## src/design/lac_pkg.sv

```systemverilog
// ----------------------------------------------------------------------------
// lac_pkg
// Shared types, register codes, color constants and helper functions of the
// layered alpha compositor.
// ----------------------------------------------------------------------------
`default_nettype none

package lac_pkg;

    localparam int CFG_IDX_W  = 2;
    localparam int CFG_DATA_W = 13;
    localparam int CFG_W      = 13;

    localparam logic [CFG_IDX_W-1:0] REG_SCREEN_WIDTH  = 2'd0;
    localparam logic [CFG_IDX_W-1:0] REG_SCREEN_HEIGHT = 2'd1;
    localparam logic [CFG_IDX_W-1:0] REG_PIXEL_FORMAT  = 2'd2;

    localparam logic [CFG_W-1:0] RST_SCREEN_WIDTH  = 13'd1024;
    localparam logic [CFG_W-1:0] RST_SCREEN_HEIGHT = 13'd768;

    localparam logic FMT_RGB = 1'b0;

    localparam int QUOT_BITS   = 8;
    localparam int DIV_STAGES  = QUOT_BITS + 1;
    localparam int PIPE_STAGES = 20;
    localparam int NUM_LAYERS  = 4;

    localparam int LAYER_BACK    = 0;
    localparam int LAYER_FRONT   = 1;
    localparam int LAYER_TASKBAR = 2;
    localparam int LAYER_CURSOR  = 3;

    localparam int ACCENT_ROW_PCT  = 52;
    localparam int ACCENT_GAP      = 38;
    localparam int ACCENT_A_LO_PCT = 18;
    localparam int ACCENT_A_HI_PCT = 90;
    localparam int ACCENT_B_LO_PCT = 22;
    localparam int ACCENT_B_HI_PCT = 84;

    localparam int SCALED_W    = 20;
    localparam int RECIP_W     = 18;
    localparam int RECIP_100   = 167772;
    localparam int RECIP_SHIFT = 24;
    localparam int QUOT100_W   = 14;

    typedef struct packed {
        logic [7:0] r;
        logic [7:0] g;
        logic [7:0] b;
    } rgb_t;

    typedef logic [NUM_LAYERS-1:0][31:0] layer_set_t;

    typedef struct packed {
        logic [CFG_W-1:0] row_a;
        logic [CFG_W-1:0] row_b;
        logic [CFG_W-1:0] col_a_lo;
        logic [CFG_W-1:0] col_a_hi;
        logic [CFG_W-1:0] col_b_lo;
        logic [CFG_W-1:0] col_b_hi;
    } accent_t;

    localparam rgb_t GRAD_TOP = '{r: 8'd11, g: 8'd79, b: 8'd130};
    localparam rgb_t GRAD_BOT = '{r: 8'd6, g: 8'd27, b: 8'd49};
    localparam rgb_t ACCENT_A = '{r: 8'd56, g: 8'd126, b: 8'd164};
    localparam rgb_t ACCENT_B = '{r: 8'd42, g: 8'd104, b: 8'd146};

    function automatic logic [7:0] div255(input logic [15:0] v);
        logic [16:0] s;
        s = {1'b0, v} + 17'd1 + {9'd0, v[15:8]};
        return s[15:8];
    endfunction

    function automatic logic [15:0] grad_num(input logic [7:0] top, input logic [7:0] bot,
                                              input logic [7:0] t);
        logic [7:0] diff;
        diff = top - bot;
        return ({8'd0, top} * 16'd255) - ({8'd0, diff} * {8'd0, t});
    endfunction

endpackage

`default_nettype wire

```

## src/design/lac_if.sv

```systemverilog
// ----------------------------------------------------------------------------
// lac_if
// Handshake channels of the compositor: layer samples in, packed pixels out,
// and the register write channel.
// ----------------------------------------------------------------------------
`default_nettype none


interface lac_cfg_if import lac_pkg::*; ();
    logic                  valid;
    logic                  ready;
    logic [CFG_IDX_W-1:0]  index;
    logic [CFG_DATA_W-1:0] data;

    modport source (output valid, index, data, input ready);
    modport sink (input valid, index, data, output ready);
endinterface

`default_nettype wire

```

## src/design/lac_cfg_regs.sv

```systemverilog
// ----------------------------------------------------------------------------
// lac_cfg_regs
// Screen geometry and format registers, and the accent line limits that
// follow from the geometry, worked out over a short pipeline.
// ----------------------------------------------------------------------------
`default_nettype none

module lac_cfg_regs import lac_pkg::*; (
    input  logic             clk,
    input  logic             rst_n,
    lac_cfg_if.sink          cfg,
    output logic [CFG_W-1:0] screen_height,
    output logic             pixel_format,
    output accent_t          accent
);

    localparam int TERMS = 5;

    logic [CFG_W-1:0]                 width_reg;
    logic [CFG_W-1:0]                 height_reg;
    logic                             format_reg;
    logic [SCALED_W-1:0]              scaled_next [0:TERMS-1];
    logic [SCALED_W-1:0]              scaled_reg [0:TERMS-1];
    logic [SCALED_W-1:0]              scaled_d_reg [0:TERMS-1];
    logic [SCALED_W+RECIP_W-1:0]      prod_reg [0:TERMS-1];
    logic [CFG_W-1:0]                 quot_reg [0:TERMS-1];
    accent_t                          accent_reg;

    assign cfg.ready = 1'b1;

    always_ff @(posedge clk or negedge rst_n)
    begin
        if (!rst_n)
        begin
            width_reg  <= RST_SCREEN_WIDTH;
            height_reg <= RST_SCREEN_HEIGHT;
            format_reg <= FMT_RGB;
        end
        else if (cfg.valid && cfg.ready)
        begin
            case (cfg.index)
                REG_SCREEN_WIDTH:  width_reg  <= cfg.data;
                REG_SCREEN_HEIGHT: height_reg <= cfg.data;
                REG_PIXEL_FORMAT:  format_reg <= cfg.data[0];
                default:
                begin
                end
            endcase
        end
    end

    always_comb
    begin
        scaled_next[0] = SCALED_W'(height_reg) * SCALED_W'(ACCENT_ROW_PCT);
        scaled_next[1] = SCALED_W'(width_reg) * SCALED_W'(ACCENT_A_LO_PCT);
        scaled_next[2] = SCALED_W'(width_reg) * SCALED_W'(ACCENT_A_HI_PCT);
        scaled_next[3] = SCALED_W'(width_reg) * SCALED_W'(ACCENT_B_LO_PCT);
        scaled_next[4] = SCALED_W'(width_reg) * SCALED_W'(ACCENT_B_HI_PCT);
    end

    // Division by 100 uses a reciprocal that undershoots by at most one, so a
    // single remainder check completes it.
    always_ff @(posedge clk)
    begin
        for (int i = 0; i < TERMS; i++)
        begin
            logic [QUOT100_W-1:0] q0;
            logic [SCALED_W-1:0]  rem;
            q0 = prod_reg[i][RECIP_SHIFT +: QUOT100_W];
            rem = scaled_d_reg[i] - SCALED_W'(q0) * SCALED_W'(100);
            scaled_reg[i]   <= scaled_next[i];
            scaled_d_reg[i] <= scaled_reg[i];
            prod_reg[i]     <= (SCALED_W+RECIP_W)'(scaled_reg[i]) *
                               (SCALED_W+RECIP_W)'(RECIP_100);
            quot_reg[i]     <= (rem >= SCALED_W'(100)) ? CFG_W'(q0 + QUOT100_W'(1))
                                                       : CFG_W'(q0);
        end
        accent_reg.row_a    <= quot_reg[0];
        accent_reg.row_b    <= quot_reg[0] + CFG_W'(ACCENT_GAP);
        accent_reg.col_a_lo <= quot_reg[1];
        accent_reg.col_a_hi <= quot_reg[2];
        accent_reg.col_b_lo <= quot_reg[3];
        accent_reg.col_b_hi <= quot_reg[4];
    end

    assign screen_height = height_reg;
    assign pixel_format  = format_reg;
    assign accent        = accent_reg;

endmodule

`default_nettype wire

```

## src/flat_wrapper.sv

```systemverilog
// flat-port wrapper written by rule: the top's interface ports become plain ports
module lac_cfg_regs_flat import lac_pkg::*;
  (clk, rst_n, screen_height, pixel_format, accent, cfg_valid, cfg_index, cfg_data, cfg_ready);
  lac_cfg_if cfg_i ();
  input  logic clk;
  input  logic rst_n;
  output logic [CFG_W-1:0] screen_height;
  output logic pixel_format;
  output accent_t accent;
  input wire logic [$bits(cfg_i.valid)-1:0] cfg_valid;
  input wire logic [$bits(cfg_i.index)-1:0] cfg_index;
  input wire logic [$bits(cfg_i.data)-1:0] cfg_data;
  output wire logic [$bits(cfg_i.ready)-1:0] cfg_ready;
  assign cfg_i.valid = cfg_valid;
  assign cfg_i.index = cfg_index;
  assign cfg_i.data = cfg_data;
  assign cfg_ready = cfg_i.ready;
  lac_cfg_regs u_core (.clk(clk), .rst_n(rst_n), .cfg(cfg_i), .screen_height(screen_height), .pixel_format(pixel_format), .accent(accent));
endmodule
```

## config.mk

```make
export PLATFORM = sky130hd
export DESIGN_NAME = lac_cfg_regs_flat
export DESIGN_NICKNAME = d
export VERILOG_FILES = /design/src/design/lac_pkg.sv /design/src/design/lac_if.sv /design/src/design/lac_cfg_regs.sv /design/src/flat_wrapper.sv
export SDC_FILE = /design/constraint.sdc
export NUM_CORES = 2
export LEC_CHECK = 0
export ABC_AREA = 0
export BUFFER_PORTS_ARGS = -buffer_cell sky130_fd_sc_hd__buf_2
export CAP_MARGIN = 15
export CORE_MARGIN = 5
export CORE_UTILIZATION = 35
export DETAILED_ROUTE_END_ITERATION = 10
export SLEW_MARGIN = 20
export SYNTH_ARGS = -nofsm -noshare
export SYNTH_HDL_FRONTEND = slang
export SYNTH_SLANG_ARGS = --single-unit
```

## constraint.sdc

```tcl
create_clock -name clk -period 7.8 [get_ports clk]
set_input_delay 0.39 -clock clk [delete_from_list [all_inputs] [get_ports clk]]
set_output_delay 0.39 -clock clk [all_outputs]
set_load 0.02 [all_outputs]
```

==> results by group <==
Clocking
  – Skew-Pair Late Insertion Delay: 650 ps
  – Inserted Clock Buffers: 50
  – Clock Sinks: 403
  – Post-CTS setup repair buffer count: 0
  – CTS tree: built
  – Root Buffer: clkbuf_16
  – Clock buffer depth: 3
  – CTS clock-pin slew for the worst setup and hold paths: 70 ps
  – H-tree Lvls: 2
  – CTS resizes: 0
  – CTS Hold Buffers Added: 3

Global route
  – GR Overflow Total: 0
  – All-Layer GR Usage: 14.7%
  – Initial antenna violation count: 1
  – Largest net degree at the start of global routing: 28
  – Vias in the first global route: 35,800
  – First-pass GRT wire length: 183,000 um

Layout
  – Largest register FFs: 82
  – Share of cells above drive strength 1: 5.22%
  – P&R area growth vs syn: 9.35%
  – FILL cells: 14,300
  – Layout Nets: 7,038

Synthesis
  – Synth area leader: ha_1
  – Synth Area in Simple Gates: 6.02%
  – Post-synth EDFFs: 0
  – Sequential element share of the synthesized area: 16.1%
  – Synth Warn #: 0
  – Mapped Cells: 5,006
  – Post-synthesis mux area share: 0.703%
  – Async set or reset register ratio after synthesis: 6.70%
  – Post-Synth XOR/XNOR Area: 4.60%
  – Largest family of logic cells by synthesized area: adder cells
  – Synth top area share: 29.5%
  – Ys flop type: dfxtp_1
  – Count of cell types in the netlist: 91
  – Ranking of synthesized cells by area: ha_1, fa_1, dfxtp_1, inv_1, xnor2_1
  – Synth Net Count: 6,891
  – Post-synthesis adder-cell area fraction: 55.4%
  – Post-Synthesis Cell Area: 0.0511 sq mm
  – Synth Area in Compound Gates: 8.50%
  – FF+latch count, synth: 403
  – Syn Area/Cell: 10.2 sq um

Timing
  – Worst hold slack: 67.7 ps
  – Fin. max-slew vios: 0
  – Fin. Hold Viols: 0
  – Worst-Margin Slew: 811 ps
  – Fmax: 150 MHz
  – RSZ-0062 raised after global routing: no
  – Clock Skews: 22.9 ps
  – Slew HR: 45.9%
  – Setup TNS: 0 ps
  – Min Tclk post-route: 6660 ps
  – Final setup fails: 0
  – Final period util: 85.4%

Floorplan
  – Core Rows: 140
  – Height of the die: 392 um
  – I/O pin cnt: 111
  – Area of the die: 0.154 sq mm
  – Core ar.: 0.145 sq mm
  – Die Width: 392 um
  – Starting Density: 35.2%

Setup path
  – Required @ worst endpoint: 8340 ps
  – Crit Path Max Fanout: 9
  – Critical Path Source Type: flip-flop
  – Critical path type: reg2reg
  – Data arrival, critical path: 7200 ps
  – FF-to-FF setup slack: 1140 ps
  – Crit end category: flip-flop

Detailed routing
  – Final WL: 109,000 um
  – Detailed-route via count: 33,600
  – Drt pass-1 iters: 5
  – DR DRC count: 0
  – Vias per Instance: 4.73
  – Antenna Nets Post-Route: 0
  – Initial DRC count: 1,238
  – WL per Instance: 15.4 um

Run status
  – Status: finished, final reports clean

Placement
  – DP HPWL: 93,500 um
  – Port Buf Inserts: 109
  – Routability congestion estimate: 0.859

Run
  – Max cap viols: 0

Hold path
  – Hold Crit Class: in2reg
path summary, 6_finish.rpt:
kind | start | end | cells after the start
min in group asynchronous | rst_n | u_core.screen_height[12]$_DFFE_PN0P_ | 2
worst max register to register | u_core.scaled_reg[0][72]$_DFF_P_ | u_core.prod_reg[0][143]$_DFF_P_ | 22
worst min register to register | u_core.quot_reg[1][11]$_DFF_P_ | accent[50]$_DFF_P_ | 0
max in group asynchronous | rst_n | u_core.screen_height[0]$_DFFE_PN0P_ | 2
worst min-delay path | cfg_data[9] | u_core.width_reg[9]$_DFFE_PN0P_ | 3
worst max-delay path | u_core.scaled_reg[0][72]$_DFF_P_ | u_core.prod_reg[0][143]$_DFF_P_ | 22
worst max-delay path, stage by stage (launching register included):
cell and delay (ps):
dfxtp_1 630, inv_1 190, ha_1 320, inv_1 60
fa_1 580, fa_1 450, fa_1 550, inv_1 50
fa_1 450, fa_1 490, inv_1 40, ha_1 290
nand4_1 130, or2_2 150, nor2_1 50, a21oi_1 310
nor2b_1 110, o31ai_1 380, o21ai_0 180, and4_1 240
a2111oi_2 510, a21oi_1 170, a21o_1 200
cell type report:
| class | count | area (sq um) | share of cell area [%] |
|---|---|---|---|
| Inverter | 1156 | 4340 | 7.76 |
| Tap cell | 1917 | 2400 | 4.29 |
| Sequential cell | 403 | 8210 | 14.7 |
| Clock inverter | 39 | 558 | 0.998 |
| Clock buffer | 55 | 1300 | 2.33 |
| Timing Repair Buffer | 119 | 628 | 1.12 |
| Antenna cell | 1 | 2.50 | 0.00448 |
| Multi-Input combinational cell | 3423 | 38500 | 68.8 |
per-stage QoR:
stage               instances  setup WS (ps)  utilization, %  area, sq um
finish                   7113           1140            38.4        55900
global route             7112            670            38.4        55900
CTS                      7112           1020            38.4        55900
detailed placement       7015           1040            37.1        54000
global placement         7015           1140            37.1        54000
floorplan                5006           1900               -        51100
cell families after synthesis:
logic type,after synthesis
buffers and inverters,1180
other,1
and+or+nand+nor,608
muxes,33
AOI/OAI and AO/OA,647
adders and majority gates,1867
xor gates and xnor gates,267
DFF,403
placed cells by master, fill, tap and decap left out, types with 9 or more instances in the layout:
| cell | n |
|---|---|
| mux2i_1 | 10 |
| nor3b_1 | 12 |
| o21a_1 | 59 |
| xor2_1 | 88 |
| dfxtp_1 | 376 |
| nor4_1 | 10 |
| o21ai_0 | 110 |
| inv_1 | 1156 |
| o211ai_1 | 17 |
| nor3_1 | 54 |
| a31oi_1 | 26 |
| clkbuf_16 | 50 |
| and3_1 | 21 |
| fa_1 | 661 |
| a21boi_0 | 13 |
| nor2b_1 | 42 |
| xnor2_1 | 178 |
| bufinv_16 | 10 |
| a21o_1 | 64 |
| a211oi_1 | 16 |
| o31ai_1 | 14 |
| nor2_1 | 172 |
| nand2b_1 | 37 |
| o21bai_1 | 32 |
| mux2_2 | 23 |
| nand2_1 | 117 |
| o2111ai_1 | 14 |
| ha_1 | 1206 |
| a21oi_1 | 176 |
| a211o_1 | 9 |
| nand4_1 | 21 |
| nand3b_1 | 11 |
| dfrtp_1 | 24 |
| or3_1 | 14 |
| nor4b_1 | 12 |
| nand3_1 | 43 |
| or2_2 | 13 |
| buf_2 | 109 |
Yosys cell counts, drive strengths merged, types with 42 or more instances:
| library cell | count |
|---|---|
| nor2b | 42 |
| xor2 | 88 |
| a21oi | 177 |
| ha | 1206 |
| o21a | 59 |
| nor3 | 54 |
| xnor2 | 178 |
| inv | 1156 |
| nor2 | 172 |
| o21ai | 113 |
| nand2 | 118 |
| a21o | 64 |
| dfxtp | 376 |
| nand3 | 43 |
| fa | 661 |
per-layer routing:
layer | global-route usage [%] | wire length [um] | vias up
met4 | 3.70 | 2750 | 2
met1 | 19.3 | 50700 | 16400
met3 | 1.79 | 3400 | 141
met5 | 0 | 12 | -
met2 | 25.6 | 52600 | 403
li1 | - | - | 16700
Power is not shown: default switching activity piles up to over one toggle a cycle in this logic, so the estimate is an artifact.
