==> src/design/lac_pkg.sv <==
// ----------------------------------------------------------------------------
// lac_pkg
// Shared types, register codes, color constants and helper functions of the
// layered alpha compositor.
// ----------------------------------------------------------------------------
`default_nettype none

package lac_pkg;

    localparam int CFG_IDX_W  = 2;
    localparam int CFG_DATA_W = 13;
    localparam int CFG_W      = 13;

    localparam logic [CFG_IDX_W-1:0] REG_SCREEN_WIDTH  = 2'd0;
    localparam logic [CFG_IDX_W-1:0] REG_SCREEN_HEIGHT = 2'd1;
    localparam logic [CFG_IDX_W-1:0] REG_PIXEL_FORMAT  = 2'd2;

    localparam logic [CFG_W-1:0] RST_SCREEN_WIDTH  = 13'd1024;
    localparam logic [CFG_W-1:0] RST_SCREEN_HEIGHT = 13'd768;

    localparam logic FMT_RGB = 1'b0;

    localparam int QUOT_BITS   = 8;
    localparam int DIV_STAGES  = QUOT_BITS + 1;
    localparam int PIPE_STAGES = 20;
    localparam int NUM_LAYERS  = 4;

    localparam int LAYER_BACK    = 0;
    localparam int LAYER_FRONT   = 1;
    localparam int LAYER_TASKBAR = 2;
    localparam int LAYER_CURSOR  = 3;

    localparam int ACCENT_ROW_PCT  = 52;
    localparam int ACCENT_GAP      = 38;
    localparam int ACCENT_A_LO_PCT = 18;
    localparam int ACCENT_A_HI_PCT = 90;
    localparam int ACCENT_B_LO_PCT = 22;
    localparam int ACCENT_B_HI_PCT = 84;

    localparam int SCALED_W    = 20;
    localparam int RECIP_W     = 18;
    localparam int RECIP_100   = 167772;
    localparam int RECIP_SHIFT = 24;
    localparam int QUOT100_W   = 14;

    typedef struct packed {
        logic [7:0] r;
        logic [7:0] g;
        logic [7:0] b;
    } rgb_t;

    typedef logic [NUM_LAYERS-1:0][31:0] layer_set_t;

    typedef struct packed {
        logic [CFG_W-1:0] row_a;
        logic [CFG_W-1:0] row_b;
        logic [CFG_W-1:0] col_a_lo;
        logic [CFG_W-1:0] col_a_hi;
        logic [CFG_W-1:0] col_b_lo;
        logic [CFG_W-1:0] col_b_hi;
    } accent_t;

    localparam rgb_t GRAD_TOP = '{r: 8'd11, g: 8'd79, b: 8'd130};
    localparam rgb_t GRAD_BOT = '{r: 8'd6, g: 8'd27, b: 8'd49};
    localparam rgb_t ACCENT_A = '{r: 8'd56, g: 8'd126, b: 8'd164};
    localparam rgb_t ACCENT_B = '{r: 8'd42, g: 8'd104, b: 8'd146};

    function automatic logic [7:0] div255(input logic [15:0] v);
        logic [16:0] s;
        s = {1'b0, v} + 17'd1 + {9'd0, v[15:8]};
        return s[15:8];
    endfunction

    function automatic logic [15:0] grad_num(input logic [7:0] top, input logic [7:0] bot,
                                              input logic [7:0] t);
        logic [7:0] diff;
        diff = top - bot;
        return ({8'd0, top} * 16'd255) - ({8'd0, diff} * {8'd0, t});
    endfunction

endpackage

`default_nettype wire

==> src/design/lac_flow_ctrl.sv <==
// ----------------------------------------------------------------------------
// lac_flow_ctrl
// Valid bits of the pipeline stages, the output register with its skid
// entry, and the final channel packing.
// ----------------------------------------------------------------------------
`default_nettype none

module lac_flow_ctrl import lac_pkg::*; (
    input  logic        clk,
    input  logic        rst_n,
    input  logic        in_valid,
    input  logic        out_ready,
    input  rgb_t        rgb_last,
    input  logic        pixel_format,
    output logic        en,
    output logic        out_valid,
    output logic [23:0] out_pixel
);

    logic [PIPE_STAGES-1:0] valid_reg;
    logic                   out_valid_reg;
    logic                   skid_valid_reg;
    logic [23:0]            out_data_reg;
    logic [23:0]            skid_data_reg;
    logic [23:0]            packed_pix;
    logic                   arriving;

    assign en         = !skid_valid_reg;
    assign arriving   = en && valid_reg[PIPE_STAGES-1];
    assign packed_pix = (pixel_format == FMT_RGB) ? {rgb_last.b, rgb_last.g, rgb_last.r}
                                                  : {rgb_last.r, rgb_last.g, rgb_last.b};

    always_ff @(posedge clk or negedge rst_n)
    begin
        if (!rst_n)
        begin
            valid_reg      <= '0;
            out_valid_reg  <= 1'b0;
            skid_valid_reg <= 1'b0;
        end
        else
        begin
            if (en)
                valid_reg <= {valid_reg[PIPE_STAGES-2:0], in_valid};

            if (!out_valid_reg || out_ready)
            begin
                if (skid_valid_reg)
                begin
                    out_valid_reg  <= 1'b1;
                    skid_valid_reg <= 1'b0;
                end
                else
                    out_valid_reg <= arriving;
            end
            else if (arriving)
                skid_valid_reg <= 1'b1;
        end
    end

    always_ff @(posedge clk)
    begin
        if (!out_valid_reg || out_ready)
        begin
            if (skid_valid_reg)
                out_data_reg <= skid_data_reg;
            else if (arriving)
                out_data_reg <= packed_pix;
        end
        else if (arriving)
            skid_data_reg <= packed_pix;
    end

    assign out_valid = out_valid_reg;
    assign out_pixel = out_data_reg;

endmodule

`default_nettype wire

==> config.mk <==
export PLATFORM = sky130hd
export DESIGN_NAME = lac_flow_ctrl
export DESIGN_NICKNAME = d
export VERILOG_FILES = /design/src/design/lac_pkg.sv /design/src/design/lac_flow_ctrl.sv
export SDC_FILE = /design/constraint.sdc
export NUM_CORES = 1
export LEC_CHECK = 0
export ABC_AREA = 0
export BUFFER_PORTS_ARGS = -buffer_cell sky130_fd_sc_hd__buf_2
export CAP_MARGIN = 20
export CORE_MARGIN = 8
export CORE_UTILIZATION = 40
export CTS_CLUSTER_DIAMETER = 150
export DETAILED_ROUTE_END_ITERATION = 6
export PLACE_DENSITY_LB_ADDON = 0.25
export SLEW_MARGIN = 20
export SYNTH_ARGS = -nofsm -noshare
export SYNTH_HDL_FRONTEND = slang
export SYNTH_SLANG_ARGS = --single-unit
==> constraint.sdc <==
create_clock -name clk -period 7.8 [get_ports clk]
set_input_delay 0.78 -clock clk [delete_from_list [all_inputs] [get_ports clk]]
set_output_delay 0.78 -clock clk [all_outputs]
set_load 0.1 [all_outputs]
==> flow_metrics.tcl, run 1 <==
set metrics [dict create \
    cts_tree "yes" \
    mappedNetlistArea_um2 2830 \
    die_w_um 100 \
    m1WireLength_mm 2.18 \
    drc_errors 0 \
    vias_per_cell 4.70 \
    maxCapViolations 0 \
    path_cells "inv_2 > buf_2" \
    maxSlewHeadroom_pct 67.0 \
    cts.sinks 70 \
    synth_cell_type_count 13 \
    clkTransAtPathRegs_ns 0.07 \
    fmax_mhz 422 \
    slew_viol_final 0 \
    port_buffers 54 \
    num_antenna_cells 0 \
    postSynthAreaPerCell_um2 19.8 \
    start_util_pct 41.4 \
    crit_type "reg2out" \
    cts_setup_buffers 0 \
    drive_above_1_share_pct 64.8 \
    ys_seq_area_share_pct 70.4 \
    ctsHtreeMaxLevel 3 \
    synth-seq-cells 70 \
    cts_made_buffers 9 \
    worst_pin_slew_ns 0.499 \
    grt_max_degree 31 \
    fin_crit_ns 2.37 \
    timing.setup.tns_ns 0 \
    fillers 598 \
    grt_overflow 0 \
    timing.critical_path.buf_inv 2 \
    wl_met2_mm 2.30 \
    num_rows 30 \
    io_pins 55 \
    dp.final_hpwl_mm 3.40 \
    antenna_left 0 \
    yosysTopAreaCellShare_pct 51.0 \
    grt_first_pass_wirelength_mm 7.69 \
    antenna_found_initial 0 \
    startpoint "skid_valid_reg" \
    wl_mm 4.87 \
    finalSetupViolations 0 \
    die_h_um 100 \
    grt_pass1_vias 1529 \
    ys_warn_count 0 \
    drtIter0Drc 37 \
    gp_congestion 0.737 \
    final_nets 234 \
    path_depth 2 \
    cp-start-kind "register" \
    cp_data_arrival_time_ns 1.59 \
    crit_family "buffers and inverters" \
    cp.required_ns 7.02 \
    post_cts_resized 0 \
    met3_length_um 324 \
    hold_viol 0 \
    postCtsHoldBufs 0 \
    dieArea_um2 10000 \
    cts_root_buffer "clkbuf_8" \
    hp-class "in2async" \
    drt_first_pass_iters 4 \
    highest_layer "met4" \
    grt_usage_pct 10.0 \
    synth.largest_area_cell "edfxtp_1" \
    critical-path-max-stage-delay_ns 0.52 \
    slowest_stage "buf_2" \
    worstReg2RegStart "skid_valid_reg" \
    clock_latency_ns 0.33 \
    syn-instance-count 143 \
    syn_nets 172 \
    final_core_util_pct 50.3 \
    fin_skew_ns 0.00635 \
    syn_to_final_growth_pct 21.5 \
    post-route-period-util_pct 30.4 \
    wl_per_cell_um 15.9 \
    rsz0062_at_grt "false" \
    cp-end-kind "output pin" \
    synth_area_leaders "edfxtp_1 51%, dfrtp_1 19%, mux2_2 16%, mux2_4 11%, buf_12 0.71%" \
    cts_buffer_depth 2 \
    core_um2 6830 \
    outcome "finished clean" \
    reg2regPathDepth 4 \
    via_count 1438 \
    path_max_fanout 17 \
]
stage by stage:
stage / std cells / hold slack, ns / setup WS (ns) / instance area, um2
after detailed placement: 290 / 0.494 / 5.71 / 3200
after global routing: 306 / 0.427 / 5.34 / 3440
final: 306 / 0.401 / 5.43 / 3440
after floorplan: 143 / 0.462 / 4.37 / 2830
after global placement: 290 / 0.481 / 5.75 / 3200
after CTS: 306 / 0.397 / 5.40 / 3440
cell usage in the layout (no fill, tap or decap), types with 2 or more instances in the layout:
cell type / netlist / routed
clkbuf_8: 0 / 11
clkbuf_16: 0 / 3
edfxtp_1: 48 / 48
dfrtp_1: 22 / 22
mux2_2: 40 / 40
buf_4: 0 / 3
mux2_4: 20 / 20
buf_2: 4 / 54
nor2_1: 2 / 2
path summary, 6_finish.rpt:
path / endpoint / slack (ns)
max in group asynchronous: valid_reg[8] / 7.07
worst min-delay path: valid_reg[0] / 0.40
min in group clk: valid_reg[2] / 0.51
worst max register to register: out_pixel[8] / 6.15
worst min register to register: valid_reg[2] / 0.51
worst max-delay path: en / 5.43
layout make-up:
type,instances,area (um2),share of cell area [%]
clock buffer,14,226,6.59
clock inverter,2,13.8,0.400
inverter,1,3.75,0.109
multi-input combinational,66,790,23.0
sequential,70,1990,57.9
tap,96,120,3.49
timing repair buffer,57,293,8.52
cells by family (layout without fill, tap and decap cells):
family | Yosys count | count (layout) | synth area share, %
flip-flops | 70 | 70 | 70.4
multiplexers | 60 | 60 | 26.5
buffers and inverters | 7 | 74 | 1.95
AND/OR/NAND/NOR | 6 | 6 | 1.11
cell usage after synthesis (all sizes together):
cell	number
mux2	60
nor2b	1
nand2	1
edfxtp	48
nor3b	1
inv	1
nand2b	1
buf	6
nor2	2
dfrtp	22
per-layer routing:
metal / up-vias / track usage [%]
li1: 667 / -
met1: 725 / 12.0
met2: 37 / 15.5
met3: 9 / 4.01
met4: 0 / 4.53
met5: - / 0
Power of run 1 is left out: the tool's default activity adds up to more than one toggle a clock period on the data nets, which glitch-free logic cannot reach.
==> inputs of run 2 (changes only) <==
clock period = 2.45 ns   (was 7.8 ns; I/O delays follow)
==> run 2 against run 1 <==
Sequential share of layout area shrank 0.71 points. Clock skew is essentially flat. Register-to-register slack worse by 5.3 ns. Sequential cell count stayed put. Design area rose by 1.2%. Via count down 3.5%. Count of clock-buffer cells in the layout is 1 lower. First-iteration DRC count is 46% higher. Non-clock buffer count up 2. Critical path depth unchanged. Setup slack worse by 4.8 ns. Critical endpoint unchanged.
==> flow_metrics.tcl, run 2 (synthesis gave the netlist of run 1 again) <==
set metrics [dict create \
    outcome "finished clean" \
    crit_type "reg2out" \
    grt_max_degree 23 \
    die_h_um 100 \
    grt_overflow 0 \
    cp_data_arrival_time_ns 1.63 \
    rsz0062_at_grt "false" \
    reg2regPathDepth 3 \
    port_buffers 54 \
    post-route-period-util_pct 76.4 \
    syn_to_final_growth_pct 23.0 \
    drt_first_pass_iters 4 \
    via_count 1388 \
    dieArea_um2 10000 \
    cts_root_buffer "clkbuf_8" \
    fin_crit_ns 1.87 \
    worst_pin_slew_ns 0.497 \
    dp_slack_ns 0.842 \
    grt_usage_pct 9.74 \
    vias_per_cell 4.51 \
    grt_first_pass_wirelength_mm 7.40 \
    wl_mm 4.71 \
    antenna_left 0 \
    post_cts_resized 0 \
    num_rows 30 \
    fmax_mhz 535 \
    final_nets 236 \
    cp-end-kind "output pin" \
    clock_latency_ns 0.33 \
    cts.sinks 70 \
    wl_per_cell_um 15.3 \
    hold_slack_ns 0.102 \
    start_util_pct 41.4 \
    cp.required_ns 2.20 \
    hp-class "in2reg" \
    io_pins 55 \
    drc_errors 0 \
    cts_tree "yes" \
    min_path_cells 1 \
    mostFrequentLayoutCells "54 x buf_2, 48 x edfxtp_1, 40 x mux2_2" \
    fin_skew_ns 0.00604 \
    finalSetupViolations 0 \
    core_um2 6830 \
    worstReg2RegStart "skid_valid_reg" \
    num_antenna_cells 0 \
    antenna_found_initial 0 \
    final_common_cell "buf_2" \
    maxCapViolations 0 \
    drtIter0Drc 54 \
    timing.setup.tns_ns 0 \
    ctsHtreeMaxLevel 3 \
    grt_pass1_vias 1493 \
    hold_viol 0 \
    slew_viol_final 0 \
    path_max_fanout 17 \
    hold_path_startpoint "rgb_last[8]" \
    worstReg2RegEnd "skid_data_reg[20]" \
    dp.final_hpwl_mm 3.48 \
    drive_above_1_share_pct 64.2 \
    maxSlewHeadroom_pct 67.1 \
    final_core_util_pct 51.0 \
    cts_buffer_depth 2 \
    fillers 584 \
    cp-start-kind "register" \
    gp_congestion 0.795 \
    cts_made_buffers 9 \
    fin_ws_ns 0.579 \
    r2r_setup_slack_ns 0.85 \
    die_w_um 100 \
    clkTransAtPathRegs_ns 0.07 \
    worst_hold_path.endpoint "skid_data_reg[8]" \
]
-- run 2: cell count changes in the layout (fill, tap and decap cells not counted) --
cell           change
clkinv_4           +1
buf_12             +1
nor3b_2            -1
nor3b_4            +1
bufinv_16          +1
clkbuf_8           -2
dlygate4sd3_1      +1
clkbuf_1           +1
inv_6              -1
-- run 2: worst max path at each step --
stage | endpoint | cells after the start | start | slack, ns
2_1_floorplan | skid_data_reg[0] | 2 | out_valid | -0.16
3_3_place_gp | skid_data_reg[0] | 3 | skid_valid_reg | 0.88
3_5_place_dp | skid_data_reg[16] | 3 | skid_valid_reg | 0.84
4_1_cts | en | 2 | skid_valid_reg | 0.53
5_1_grt | en | 2 | skid_valid_reg | 0.48
6_report | en | 2 | skid_valid_reg | 0.58
-- run 2: stage by stage --
| stage | cell area (um2) | instances |
|---|---|---|
| finish | 3480 | 308 |
| global route | 3480 | 308 |
| CTS | 3480 | 308 |
| detailed placement | 3220 | 291 |
| global placement | 3220 | 291 |
| floorplan | 2840 | 143 |
-- run 2: worst max-delay path: stages (launching register included) --
cell	delay, ns
dfrtp_1	0.42
inv_2	0.36
buf_2	0.51
-- run 2: timing repair --
item | CTS | global route
hold buffers | 1 | 0
setup buffers | 0 | 0
hold endpoints to repair | 22 | 0
-- run 2: routing by layer --
layer / vias to the layer above / share of wire (%) / GRT usage (%)
met3: 4 / 6.3 / 4.50
met1: 683 / 42 / 10.9
met4: 0 / 0.96 / 4.53
met5: - / 0 / 0
met2: 33 / 51 / 15.4
li1: 668 / - / -
-- run 2: layout make-up --
type / instances / area, um2 / share of cell area, %
multi-input combinational: 66 / 796 / 22.9
clock buffer: 13 / 203 / 5.82
inverter: 1 / 3.75 / 0.108
sequential: 70 / 1990 / 57.2
tap: 96 / 120 / 3.45
clock inverter: 3 / 43.8 / 1.26
timing repair buffer: 59 / 323 / 9.27
Power of run 2 is left out for the same reason.
==> inputs of run 3 (changes only) <==
clock period = 1.7 ns   (was 2.45 ns; I/O delays follow)
==> run 3 against run 2 <==
Cell count rose by 0.65%. Register-to-register slack got worse by 0.57 ns. Non-clock buffer count rose by 2. Routed wire length rose by 2.0%. Global-route usage rose by 0.53 points. Design area fell by 0.14%. Sequential cell count did not move.
==> flow_metrics.tcl, run 3 (synthesis gave the netlist of run 1 again) <==
set metrics [dict create \
    cp_data_arrival_time_ns 1.32 \
    antenna_left 0 \
    die_w_um 100 \
    ctsHtreeMaxLevel 3 \
    num_antenna_cells 0 \
    clock_latency_ns 0.33 \
    final_core_util_pct 50.9 \
    worstReg2RegEnd "skid_data_reg[22]" \
    start_util_pct 41.4 \
    post-route-period-util_pct 87.9 \
    final_nets 238 \
    cts.sinks 70 \
    cp-end-kind "output pin" \
    grt_overflow 0 \
    cp-start-kind "register" \
    fmax_mhz 669 \
    grt_usage_pct 10.3 \
    cts_buffer_depth 2 \
    mostFrequentLayoutCells "53 x buf_2, 48 x edfxtp_1, 40 x mux2_2" \
    num_rows 30 \
    hold_slack_ns 0.0208 \
    dp.final_hpwl_mm 3.50 \
    wl_per_cell_um 15.5 \
    drtIter0Drc 55 \
    maxCapViolations 0 \
    finalSetupViolations 0 \
    cts_setup_buffers 0 \
    rsz0062_at_grt "false" \
    outcome "finished clean" \
    dieArea_um2 10000 \
    gp_congestion 0.702 \
    final_common_cell "buf_2" \
    grt_first_pass_wirelength_mm 7.77 \
    slew_viol_final 0 \
    r2r_setup_slack_ns 0.28 \
    fin_skew_ns 0.00697 \
    drive_above_1_share_pct 65.9 \
    crit_type "reg2out" \
    cp.required_ns 1.53 \
    startpoint "skid_valid_reg" \
    cts_root_buffer "clkbuf_8" \
    grt_max_degree 25 \
    min_path_cells 1 \
    post_cts_resized 0 \
    clkTransAtPathRegs_ns 0.07 \
    grt_pass1_vias 1523 \
    maxSlewHeadroom_pct 66.9 \
    hp-class "in2reg" \
    postCtsHoldBufs 1 \
    drt_first_pass_iters 4 \
    vias_per_cell 4.53 \
    antenna_found_initial 0 \
    fin_crit_ns 1.49 \
    port_buffers 54 \
    endpoint "en" \
    worst_pin_slew_ns 0.500 \
    cts_tree "yes" \
    die_h_um 100 \
    path_max_fanout 10 \
    fillers 596 \
    syn_to_final_growth_pct 22.9 \
    timing.setup.tns_ns 0 \
    hold_viol 0 \
    core_um2 6830 \
    cts_made_buffers 9 \
    drc_errors 0 \
    reg2regPathDepth 3 \
    io_pins 55 \
    wl_mm 4.81 \
    worstReg2RegStart "skid_valid_reg" \
    via_count 1404 \
]
run 3: changes by cell type in the layout (fill, tap and decap cells not counted), sizes merged:
cell and change:
bufinv -1, clkbuf -2, inv +2, buf +2, clkinv +1
run 3: worst max-delay path: stages, from the launching register on:
cell and delay (ns):
dfrtp_1 0.42, inv_2 0.20, buf_12 0.18, buf_12 0.18
run 3: worst min path at each step:
stage,from,to
2_1_floorplan,rst_n,skid_valid_reg
3_3_place_gp,rst_n,valid_reg[4]
3_5_place_dp,rst_n,valid_reg[3]
4_1_cts,rgb_last[12],skid_data_reg[12]
5_1_grt,rgb_last[12],skid_data_reg[12]
6_report,rgb_last[12],skid_data_reg[12]
run 3: through the flow:
step                worst slack [ns]  area (um2)  cells
global placement               0.272        3280    293
global route                   0.126        3480    310
finish                         0.205        3480    310
floorplan                     -0.109        2860    143
detailed placement             0.226        3280    293
CTS                            0.176        3480    310
run 3: cell type report:
cell class | instances | area (um2) | share of cell area (%)
flip-flops and latches | 70 | 2000 | 57.4
multi-input cells | 66 | 808 | 23.3
repair buffers | 61 | 365 | 10.5
clock buffers | 11 | 151 | 4.36
well taps | 96 | 120 | 3.46
clock inverters | 5 | 31.3 | 0.900
inverters | 1 | 3.75 | 0.108
run 3: metal layers:
layer	up-vias	global-route usage (%)	share of wire, %
met4	0	6.28	1.5
met1	688	11.6	43
met3	8	3.74	5.7
li1	676	-	-
met5	-	0	0
met2	32	16.2	49
Power of run 3 is left out for the same reason.
