File: config.mk
export PLATFORM = sky130hd
export DESIGN_NAME = lac_blend
export DESIGN_NICKNAME = d
export VERILOG_FILES = /design/src/design/lac_pkg.sv /design/src/design/lac_blend.sv
export SDC_FILE = /design/constraint.sdc
export NUM_CORES = 1
export LEC_CHECK = 0
export BUFFER_PORTS_ARGS = -buffer_cell sky130_fd_sc_hd__buf_2
export CORE_AREA = 5 5 208 210
export DETAILED_ROUTE_END_ITERATION = 6
export DIE_AREA = 0 0 213 215
export GPL_ROUTABILITY_DRIVEN = 0
export GPL_TIMING_DRIVEN = 0
export PLACE_DENSITY_LB_ADDON = 0.25
export SYNTH_ARGS = -nofsm -noshare
export SYNTH_HDL_FRONTEND = slang
export SYNTH_SLANG_ARGS = --single-unit
File: constraint.sdc
create_clock -name clk -period 9.3 [get_ports clk]
set_input_delay 1.86 -clock clk [delete_from_list [all_inputs] [get_ports clk]]
set_output_delay 1.86 -clock clk [all_outputs]
set_load 0.05 [all_outputs]
File: src/design/lac_pkg.sv
// ----------------------------------------------------------------------------
// lac_pkg
// Shared types, register codes, color constants and helper functions of the
// layered alpha compositor.
// ----------------------------------------------------------------------------
`default_nettype none

package lac_pkg;

    localparam int CFG_IDX_W  = 2;
    localparam int CFG_DATA_W = 13;
    localparam int CFG_W      = 13;

    localparam logic [CFG_IDX_W-1:0] REG_SCREEN_WIDTH  = 2'd0;
    localparam logic [CFG_IDX_W-1:0] REG_SCREEN_HEIGHT = 2'd1;
    localparam logic [CFG_IDX_W-1:0] REG_PIXEL_FORMAT  = 2'd2;

    localparam logic [CFG_W-1:0] RST_SCREEN_WIDTH  = 13'd1024;
    localparam logic [CFG_W-1:0] RST_SCREEN_HEIGHT = 13'd768;

    localparam logic FMT_RGB = 1'b0;

    localparam int QUOT_BITS   = 8;
    localparam int DIV_STAGES  = QUOT_BITS + 1;
    localparam int PIPE_STAGES = 20;
    localparam int NUM_LAYERS  = 4;

    localparam int LAYER_BACK    = 0;
    localparam int LAYER_FRONT   = 1;
    localparam int LAYER_TASKBAR = 2;
    localparam int LAYER_CURSOR  = 3;

    localparam int ACCENT_ROW_PCT  = 52;
    localparam int ACCENT_GAP      = 38;
    localparam int ACCENT_A_LO_PCT = 18;
    localparam int ACCENT_A_HI_PCT = 90;
    localparam int ACCENT_B_LO_PCT = 22;
    localparam int ACCENT_B_HI_PCT = 84;

    localparam int SCALED_W    = 20;
    localparam int RECIP_W     = 18;
    localparam int RECIP_100   = 167772;
    localparam int RECIP_SHIFT = 24;
    localparam int QUOT100_W   = 14;

    typedef struct packed {
        logic [7:0] r;
        logic [7:0] g;
        logic [7:0] b;
    } rgb_t;

    typedef logic [NUM_LAYERS-1:0][31:0] layer_set_t;

    typedef struct packed {
        logic [CFG_W-1:0] row_a;
        logic [CFG_W-1:0] row_b;
        logic [CFG_W-1:0] col_a_lo;
        logic [CFG_W-1:0] col_a_hi;
        logic [CFG_W-1:0] col_b_lo;
        logic [CFG_W-1:0] col_b_hi;
    } accent_t;

    localparam rgb_t GRAD_TOP = '{r: 8'd11, g: 8'd79, b: 8'd130};
    localparam rgb_t GRAD_BOT = '{r: 8'd6, g: 8'd27, b: 8'd49};
    localparam rgb_t ACCENT_A = '{r: 8'd56, g: 8'd126, b: 8'd164};
    localparam rgb_t ACCENT_B = '{r: 8'd42, g: 8'd104, b: 8'd146};

    function automatic logic [7:0] div255(input logic [15:0] v);
        logic [16:0] s;
        s = {1'b0, v} + 17'd1 + {9'd0, v[15:8]};
        return s[15:8];
    endfunction

    function automatic logic [15:0] grad_num(input logic [7:0] top, input logic [7:0] bot,
                                              input logic [7:0] t);
        logic [7:0] diff;
        diff = top - bot;
        return ({8'd0, top} * 16'd255) - ({8'd0, diff} * {8'd0, t});
    endfunction

endpackage

`default_nettype wire

File: src/design/lac_blend.sv
// ----------------------------------------------------------------------------
// lac_blend
// One layer blend: weighted channel sums in the first stage, division by
// 255 in the second.
// ----------------------------------------------------------------------------
`default_nettype none

module lac_blend import lac_pkg::*; (
    input  logic       clk,
    input  logic       en,
    input  rgb_t       below,
    input  logic [31:0] above,
    input  layer_set_t layers_in,
    output rgb_t       rgb_out,
    output layer_set_t layers_out
);

    logic [7:0]  alpha;
    logic [7:0]  inv_alpha;
    logic [15:0] sum_r_reg;
    logic [15:0] sum_g_reg;
    logic [15:0] sum_b_reg;
    layer_set_t  layers_a_reg;
    rgb_t        rgb_reg;
    layer_set_t  layers_b_reg;

    assign alpha     = above[31:24];
    assign inv_alpha = 8'd255 - alpha;

    always_ff @(posedge clk)
    begin
        if (en)
        begin
            sum_r_reg <= 16'(above[23:16]) * 16'(alpha) + 16'(below.r) * 16'(inv_alpha);
            sum_g_reg <= 16'(above[15:8]) * 16'(alpha) + 16'(below.g) * 16'(inv_alpha);
            sum_b_reg <= 16'(above[7:0]) * 16'(alpha) + 16'(below.b) * 16'(inv_alpha);
            layers_a_reg <= layers_in;

            rgb_reg <= '{r: div255(sum_r_reg), g: div255(sum_g_reg),
                         b: div255(sum_b_reg)};
            layers_b_reg <= layers_a_reg;
        end
    end

    assign rgb_out    = rgb_reg;
    assign layers_out = layers_b_reg;

endmodule

`default_nettype wire

==> results of run 1 <==
==> cells in the mapped netlist (2+ instances only) <==
master,instances
nand3_1,15
a41oi_1,2
nor3_1,6
a21oi_2,3
a21oi_1,35
mux2_2,3
a211oi_1,9
nand4_1,8
o21ai_0,25
xnor2_1,50
o21ai_1,2
a31o_1,2
edfxtp_1,328
a21o_1,14
clkbuf_1,41
nor2b_1,136
or3_1,2
inv_1,412
nor2_1,23
o211ai_1,7
o41ai_1,2
a31oi_1,3
nand2b_1,58
a221oi_1,2
o21a_1,4
fa_1,288
ha_1,207
and2_1,112
nand2_1,99
and3_1,6
xor2_1,15
==> placed cells by master (no fill, tap or decap), types with 7 or more instances in the layout <==
cell	count
xnor2_1	50
a21o_1	14
clkbuf_16	31
edfxtp_1	328
diode_2	11
o21ai_0	25
buf_2	329
a21oi_1	35
nand3_1	15
nand2b_1	58
nor2b_1	136
and2_1	112
o211ai_1	7
ha_1	207
inv_1	412
clkinv_1	7
nand4_1	8
fa_1	288
nand2_1	99
nor2_1	23
clkbuf_1	43
xor2_1	15
a211oi_1	9
==> worst reg2reg max path, stage by stage (launching register included) <==
cell	delay [ns]
edfxtp_1	0.45
ha_1	0.35
a2111o_1	0.38
a31oi_1	0.25
a21oi_2	0.18
nand3_1	0.13
xnor2_1	0.07
==> metrics by stage <==
step,hold slack [ns],cells,utilization,setup WS [ns]
floorplan,0.4003,1947,-,2.177
global placement,0.4002,2815,0.6365,1.361
detailed placement,0.4045,2817,0.6381,1.272
CTS,0.4163,2875,0.6643,1.861
global route,0.4192,2882,0.6647,1.603
finish,0.4125,2886,0.6649,1.870
==> area by class of cell <==
class | instances | area (um2) | area share
Sequential cell | 328 | 9849 | 0.3579
Timing Repair Buffer | 331 | 1712 | 0.06220
Buffer | 42 | 158.9 | 0.005775
Multi-Input combinational cell | 1165 | 12470 | 0.4530
Clock buffer | 33 | 783.3 | 0.02846
Clock inverter | 25 | 300.3 | 0.01091
Inverter | 412 | 1546 | 0.05620
Antenna cell | 11 | 27.53 | 0.001000
Tap cell | 539 | 674.4 | 0.02451
==> kinds of logic after synthesis <==
| logic type | synth area share |
|---|---|
| flops | 0.4102 |
| fa+ha+maj | 0.3480 |
| simple gates | 0.1095 |
| xor+xnor | 0.02465 |
| buf+inv | 0.07102 |
| compound gates | 0.03517 |
| mux | 0.001407 |
| other cells | 0.0001562 |
==> layer usage <==
| layer | vias to the layer above | part of all wire | global-route usage |
|---|---|---|---|
| met1 | 7384 | 0.38 | 0.2853 |
| met5 | - | 0.0012 | 0.004310 |
| met3 | 107 | 0.075 | 0.04186 |
| li1 | 6950 | - | - |
| met2 | 480 | 0.51 | 0.3889 |
| met4 | 6 | 0.030 | 0.07190 |
==> worst paths after layout <==
check	from	endpoint
worst max-delay path	above[31]	sum_b_reg[12]
worst min-delay path	layers_a_reg[39]	layers_out[39]
worst max register to register	sum_g_reg[13]	rgb_out[13]
worst min register to register	layers_a_reg[39]	layers_out[39]
==> where the power goes <==
group | internal, W | switching, W
clock | 0.000782 | 0.000525
sequential | 0.00218 | 0.000121
combinational | 0.00246 | 0.00333
total | 0.00543 | 0.00398
==> summary.md, run 1 <==
| Metric | Value |
|---|---|
| Most area-hungry cell type in the Yosys netlist | `edfxtp_1` |
| Yosys reg bits | `328` |
| Fin crit share | `0.7990` |
| Lkg Pwr | `12.71 nW` |
| Total track usage | `0.2241` |
| Port bufs | `329` |
| Number of global-route vias before repair | `16.05k` |
| CTS tree | `yes` |
| Worst-Skew Late Latency | `0.57 ns` |
| Minimum clock period | `7.430 ns` |
| Detail Placement HPWL | `40.44 mm` |
| Worst Setup Path Type | `in -> reg` |
| Hold Path Stages | `0` |
| CTS Buf Count | `31` |
| Final setup viols | `0` |
| Gate Count Post-Synth | `1945` |
| Cell Pwr Density | `342.0 mW/mm2` |
| Share of layout cells above drive strength 1 | `0.1691` |
| Post-CTS Resized | `0` |
| Htree depth | `1` |
| Finished Cell Area | `0.02752 mm2` |
| Routed WL | `50.62 mm` |
| Cts hold-fix bufs | `0` |
| CP Cell Sequence | `clkbuf_1 -> clkbuf_1 -> nand2_1 -> fa_1 -> inv_1 -> fa_1 -> fa_1 -> fa_1 -> fa_1 -> inv_1 -> fa_1 -> inv_1 -> ha_1 -> or3_1 -> a31o_1 -> a31o_1 -> a21oi_2 -> xnor2_1` |
| Placed Area | `0.02641 mm2` |
| Number of DRC markers in iteration 0 | `947` |
| Total Nets Final | `2992` |
| Largest stage delay, worst path | `0.64 ns` |
| Final Power | `0.009411 W` |
| First-pass GRT wire length | `81.70 mm` |
| Max Cap Viol | `0` |
| RSZ-0062 raised after global routing | `no` |
| Startpoint types | `input port` |
| Grt ovf | `0` |
| Detail Route Antenna Nets | `0` |
| Buf+Inv Stages, Crit Path | `5` |
| Slew Viols, Final | `0` |
| Pin count of the biggest net entering global routing | `139` |
| Final hold vios | `0` |
| Most frequent CP cell | `fa_1` |
| Postcts setup bufs | `0` |
| Crit path max fanout | `10` |
| Hold crit path type | `reg -> reg` |
| EDFF count, synth | `328` |
| # rows | `75` |
| Cell depth of the worst setup path | `18` |
| Top cell type's share of synthesized area | `0.4102` |
| Root Driver | `clkbuf_16` |
| Vias per cell | `5.172` |
| DRC | `0` |
| Core Footprint | `0.04138 mm2` |
| Full die area | `0.04580 mm2` |
| Initial core utilization | `0.5803` |
| Peak VDD IR | `356.5 uV` |
| Reg2Reg Depth | `6` |
| Ranking of synthesized cells by area | `edfxtp_1 41%, fa_1 24%, ha_1 11%` |
| Die Ht | `215 um` |
| CTS sink cnt | `328` |
| Max_slew headroom | `0.3916` |
| Crit end category | `flip-flop` |
| FILL cells | `3062` |
| CP delay by family, top | `adder cells` |
| IO Count | `338` |
| Outcome | `completed` |
| Synth Flop Type | `edfxtp_1` |
| Setup TNS | `0 ns` |
| CP max-delay cell | `clkbuf_1` |
| Distinct cells, synth | `57` |
| Routed length per instance | `17.54 um` |
| Longest Clk Path Bufs | `3` |
| CP required | `9.61 ns` |
| Synthesized area | `0.02401 mm2` |
| Register area share after synthesis | `0.4102` |
| Ys Warns | `0` |
| Mean post-synth cell area | `12.35 um2` |
| Routed via count | `14.93k` |
| Area grow syn2layout | `14.59%` |
| Slew @ Worst Pin | `0.9126 ns` |
| Clock transition at the registers of the reported paths | `0.06 ns` |
| Asr flop ratio synth | `0` |
| First-pass DRT Iterations | `5` |
| Die Wd | `213 um` |
| Fin Clk Skew | `0.009940 ns` |
| R2R setup slack | `7.26 ns` |
| CP arrival | `7.74 ns` |
| F_max | `0.1346 GHz` |
| Antenna violations before repair | `11` |
No activity file was read; power rests on OpenSTA's default activity.
==> inputs of run 2 (changes only) <==
Settings changed: ABC_AREA from default to 1, CORE_AREA 5 5 208 210 to 5 5 223 225, DIE_AREA 0 0 213 215 to 0 0 228 230.
Clock period 9.3 ns to 6.1 ns, I/O delays scaled along.
==> summary.md, run 2 <==
| Metric | Value |
|---|---|
| Outcome | `completed` |
| Grt ovf | `0 (unchanged)` |
| Total Nets Final | `3608 (+21%)` |
| Routed via count | `17.85k (+20%)` |
| Commonest cells in the netlist | `691 x inv_1, 581 x nand2_1, 328 x edfxtp_1, 288 x fa_1, 207 x ha_1` |
| Clock Power Share | `0.139 (about the same)` |
| Yosys reg bits | `328 (unchanged)` |
| First-pass DRT Iterations | `5 (unchanged)` |
| IO Count | `338 (unchanged)` |
| Final hold vios | `0 (unchanged)` |
| Share of layout cells above drive strength 1 | `0.1444 (-0.02473)` |
| Initial core utilization | `0.5348 (-0.04551)` |
| Most frequent cell after synthesis | `inv_1` |
| Register area share after synthesis | `0.3890 (-0.02114)` |
| Most common cell after layout, fill and taps aside | `inv_1` |
| Antenna violations before repair | `2 (-9)` |
| Crit end category | `flip-flop` |
| Crit path max fanout | `10 (unchanged)` |
| Final WS setup | `0.1835 ns (-1.686 ns)` |
| Cell Pwr Density | `535.6 mW/mm2 (+57%)` |
| Multi-input logic area | `0.01260 mm2 (+1.1%)` |
| Distinct cells, synth | `30 (-47%)` |
| Detail Placement HPWL | `47.10 mm (+16%)` |
| First-pass GRT wire length | `93.21 mm (+14%)` |
| Largest stage delay, worst path | `0.57 ns (-0.07 ns)` |
| CP Cell Sequence | `clkbuf_1 -> nor2_1 -> fa_1 -> inv_1 -> fa_1 -> inv_1 -> fa_1 -> fa_1 -> fa_1 -> inv_1 -> fa_1 -> inv_1 -> ha_1 -> nand2_1 -> inv_1 -> nand2_1 -> inv_1 -> and2_1 -> nand2_1 -> nand2_1 -> nand2_1 -> nand2_1` |
| FILL cells | `3889 (+27%)` |
| Total track usage | `0.2199 (-0.004229)` |
| Placed Cells | `3507 (+24%)` |
| CTS sink cnt | `328 (unchanged)` |
| Root Driver | `clkbuf_16` |
| Worst-Skew Late Latency | `0.53 ns (-0.04 ns)` |
| Fin crit share | `0.9699` |
| CTS tree | `yes` |
| Net Sw Frac | `0.4674 (+0.04445)` |
| CP required | `6.37 ns (-3.24 ns)` |
| Most area-hungry cell type in the Yosys netlist | `edfxtp_1` |
| Hold crit path type | `reg -> reg` |
| Routed length per instance | `16.10 um (-8.2%)` |
| Ys Warns | `0 (unchanged)` |
| Clock transition at the registers of the reported paths | `0.06 ns (about the same)` |
| Area grow syn2layout | `14.28%` |
| CP max-delay cell | `fa_1` |
| Pin count of the biggest net entering global routing | `113 (-19%)` |
| Full die area | `0.05244 mm2 (+15%)` |
| Peak VDD IR | `516.8 uV (+45%)` |
| EDFF count, synth | `328 (unchanged)` |
| Slew @ Worst Pin | `0.7908 ns (-0.1218 ns)` |
| Buf+Inv Stages, Crit Path | `7 (+2)` |
| Slew Viols, Final | `0 (unchanged)` |
| Vias per cell | `5.003 (-3.3%)` |
| Setup TNS | `0 ns (unchanged)` |
| Net Switching | `0.007243 W (+82%)` |
| Flop pwr share | `0.227 (-0.018)` |
| CP arrival | `6.19 ns (-1.55 ns)` |
| Hold_sp | `layers_a_reg[91]` |
| Number of global-route vias before repair | `18.36k (+14%)` |
| CP delay by family, top | `adder cells` |
| Port bufs | `305 (-7.3%)` |
| Top cell type's share of synthesized area | `0.3890 (-0.02114)` |
| Die Wd | `228 um (+7.0%)` |
| # rows | `80 (+6.7%)` |
| Synth Flop Type | `edfxtp_1` |
| Synthesized area | `0.02532 mm2 (+5.4%)` |
| Die Ht | `230 um (+7.0%)` |
| Routed WL | `57.43 mm (+13%)` |
| Pint | `0.008253 W (+52%)` |
| Mean post-synth cell area | `9.806 um2 (-21%)` |
| Register area | `0.009849 mm2 (unchanged)` |
| Ranking of synthesized cells by area | `edfxtp_1 39%, fa_1 23%, inv_1 10%` |
| Critical path origin | `above[26]` |
| Postcts setup bufs | `0 (unchanged)` |
| Detail Route Antenna Nets | `0 (unchanged)` |
| Number of DRC markers in iteration 0 | `1161 (+23%)` |
| Final Power | `0.01550 W (+65%)` |
| Max Cap Viol | `0 (unchanged)` |
| Lkg Pwr | `15.25 nW (+20%)` |
| Core Footprint | `0.04735 mm2 (+14%)` |
| Worst Setup Path Type | `in -> reg` |
| DRC | `0 (unchanged)` |
| Fin Clk Skew | `0.02235 ns (+0.01241 ns)` |
| Gate Count Post-Synth | `2582 (+33%)` |
| Worst slack at placement | `-0.7743 ns (-2.046 ns)` |
| RSZ-0062 raised after global routing | `no` |
| Reg2reg start | `sum_g_reg[14]` |
| Non-filler cells, final | `3567 (+24%)` |
| Asr flop ratio synth | `0 (unchanged)` |
| Htree depth | `2 (+1)` |
| Max_slew headroom | `0.4728 (+0.08122)` |
| CTS Buf Count | `34 (+9.7%)` |
| Startpoint types | `input port` |
| Final setup viols | `0 (unchanged)` |
| Most frequent cells in the layout | `691 x inv_1, 581 x nand2_1, 328 x edfxtp_1` |
| F_max | `0.1690 GHz` |
| Minimum clock period | `5.917 ns` |
| Longest Clk Path Bufs | `3 (unchanged)` |
| Combinational power share | `0.634 (+0.018)` |
-- run 2: cell count changes after synthesis, moves of 9 or more --
cell	change
buf_2	+14
nor2b_1	-136
xnor2_1	-41
inv_1	+279
nand2b_1	-58
a211oi_1	-9
a21o_1	-11
and2_1	-101
nand3_1	+67
nand2_2	+12
nor2_1	+178
o21ai_0	-14
nand2_1	+482
-- run 2: worst paths after layout --
path                            slack (ns)  cells after the start             end
worst min-delay path                  0.39                      0  layers_out[91]
worst max-delay path                  0.18                     22   sum_b_reg[15]
worst max register to register        4.18                      8     rgb_out[13]
worst min register to register        0.39                      0  layers_out[91]
-- run 2: area by class of cell --
type | instances | area share
inverter | 697 | 0.09064
clock inverter | 22 | 0.01124
multi-input combinational | 1498 | 0.4355
sequential | 328 | 0.3404
timing repair buffer | 308 | 0.05596
antenna | 1 | 0.00008649
buffer | 60 | 0.009643
tap | 615 | 0.02659
clock buffer | 38 | 0.02992
-- run 2: metal layers --
metal / global-route usage / up-vias / part of all wire / wire length [um]
met1: 0.2798 / 8609 / 0.39 / 22590
li1: - / 8455 / - / -
met3: 0.04379 / 112 / 0.074 / 4262
met2: 0.3832 / 667 / 0.50 / 28870
met5: 0 / - / 0.00028 / 16
met4: 0.06844 / 2 / 0.029 / 1683
-- run 2: kinds of logic after synthesis --
| group | synth area share |
|---|---|
| AND/OR/NAND/NOR | 0.1477 |
| buffers and inverters | 0.1136 |
| adder cells (fa/ha/maj) | 0.3300 |
| flip-flops | 0.3890 |
| AO/OA/AOI/OAI | 0.01127 |
| XOR/XNOR | 0.008303 |
| other | 0.0001481 |
-- run 2: per-stage QoR --
stage	utilization	hold slack (ns)	instance area, um2
3_3_place_gp	0.5834	0.4002	27620
3_5_place_dp	0.5854	0.4045	27710
4_1_cts	0.6105	0.3953	28910
2_1_floorplan	-	0.4003	25330
6_report	0.6111	0.3938	28930
5_1_grt	0.6111	0.4100	28930
-- run 2: power groups by stage --
stage	clock network [W]	logic, W	registers (W)
floorplan	0	0.00728	0.00393
global placement	0	0.00953	0.00357
detailed placement	0	0.00980	0.00357
CTS	0.00222	0.00985	0.00352
global route	0.00233	0.0114	0.00356
finish	0.00215	0.00982	0.00352
-- run 2: timing repair --
action	in CTS	in global routing
endpoints found under the setup margin	23	24
hold buffers	0	0
resized for setup	3	35
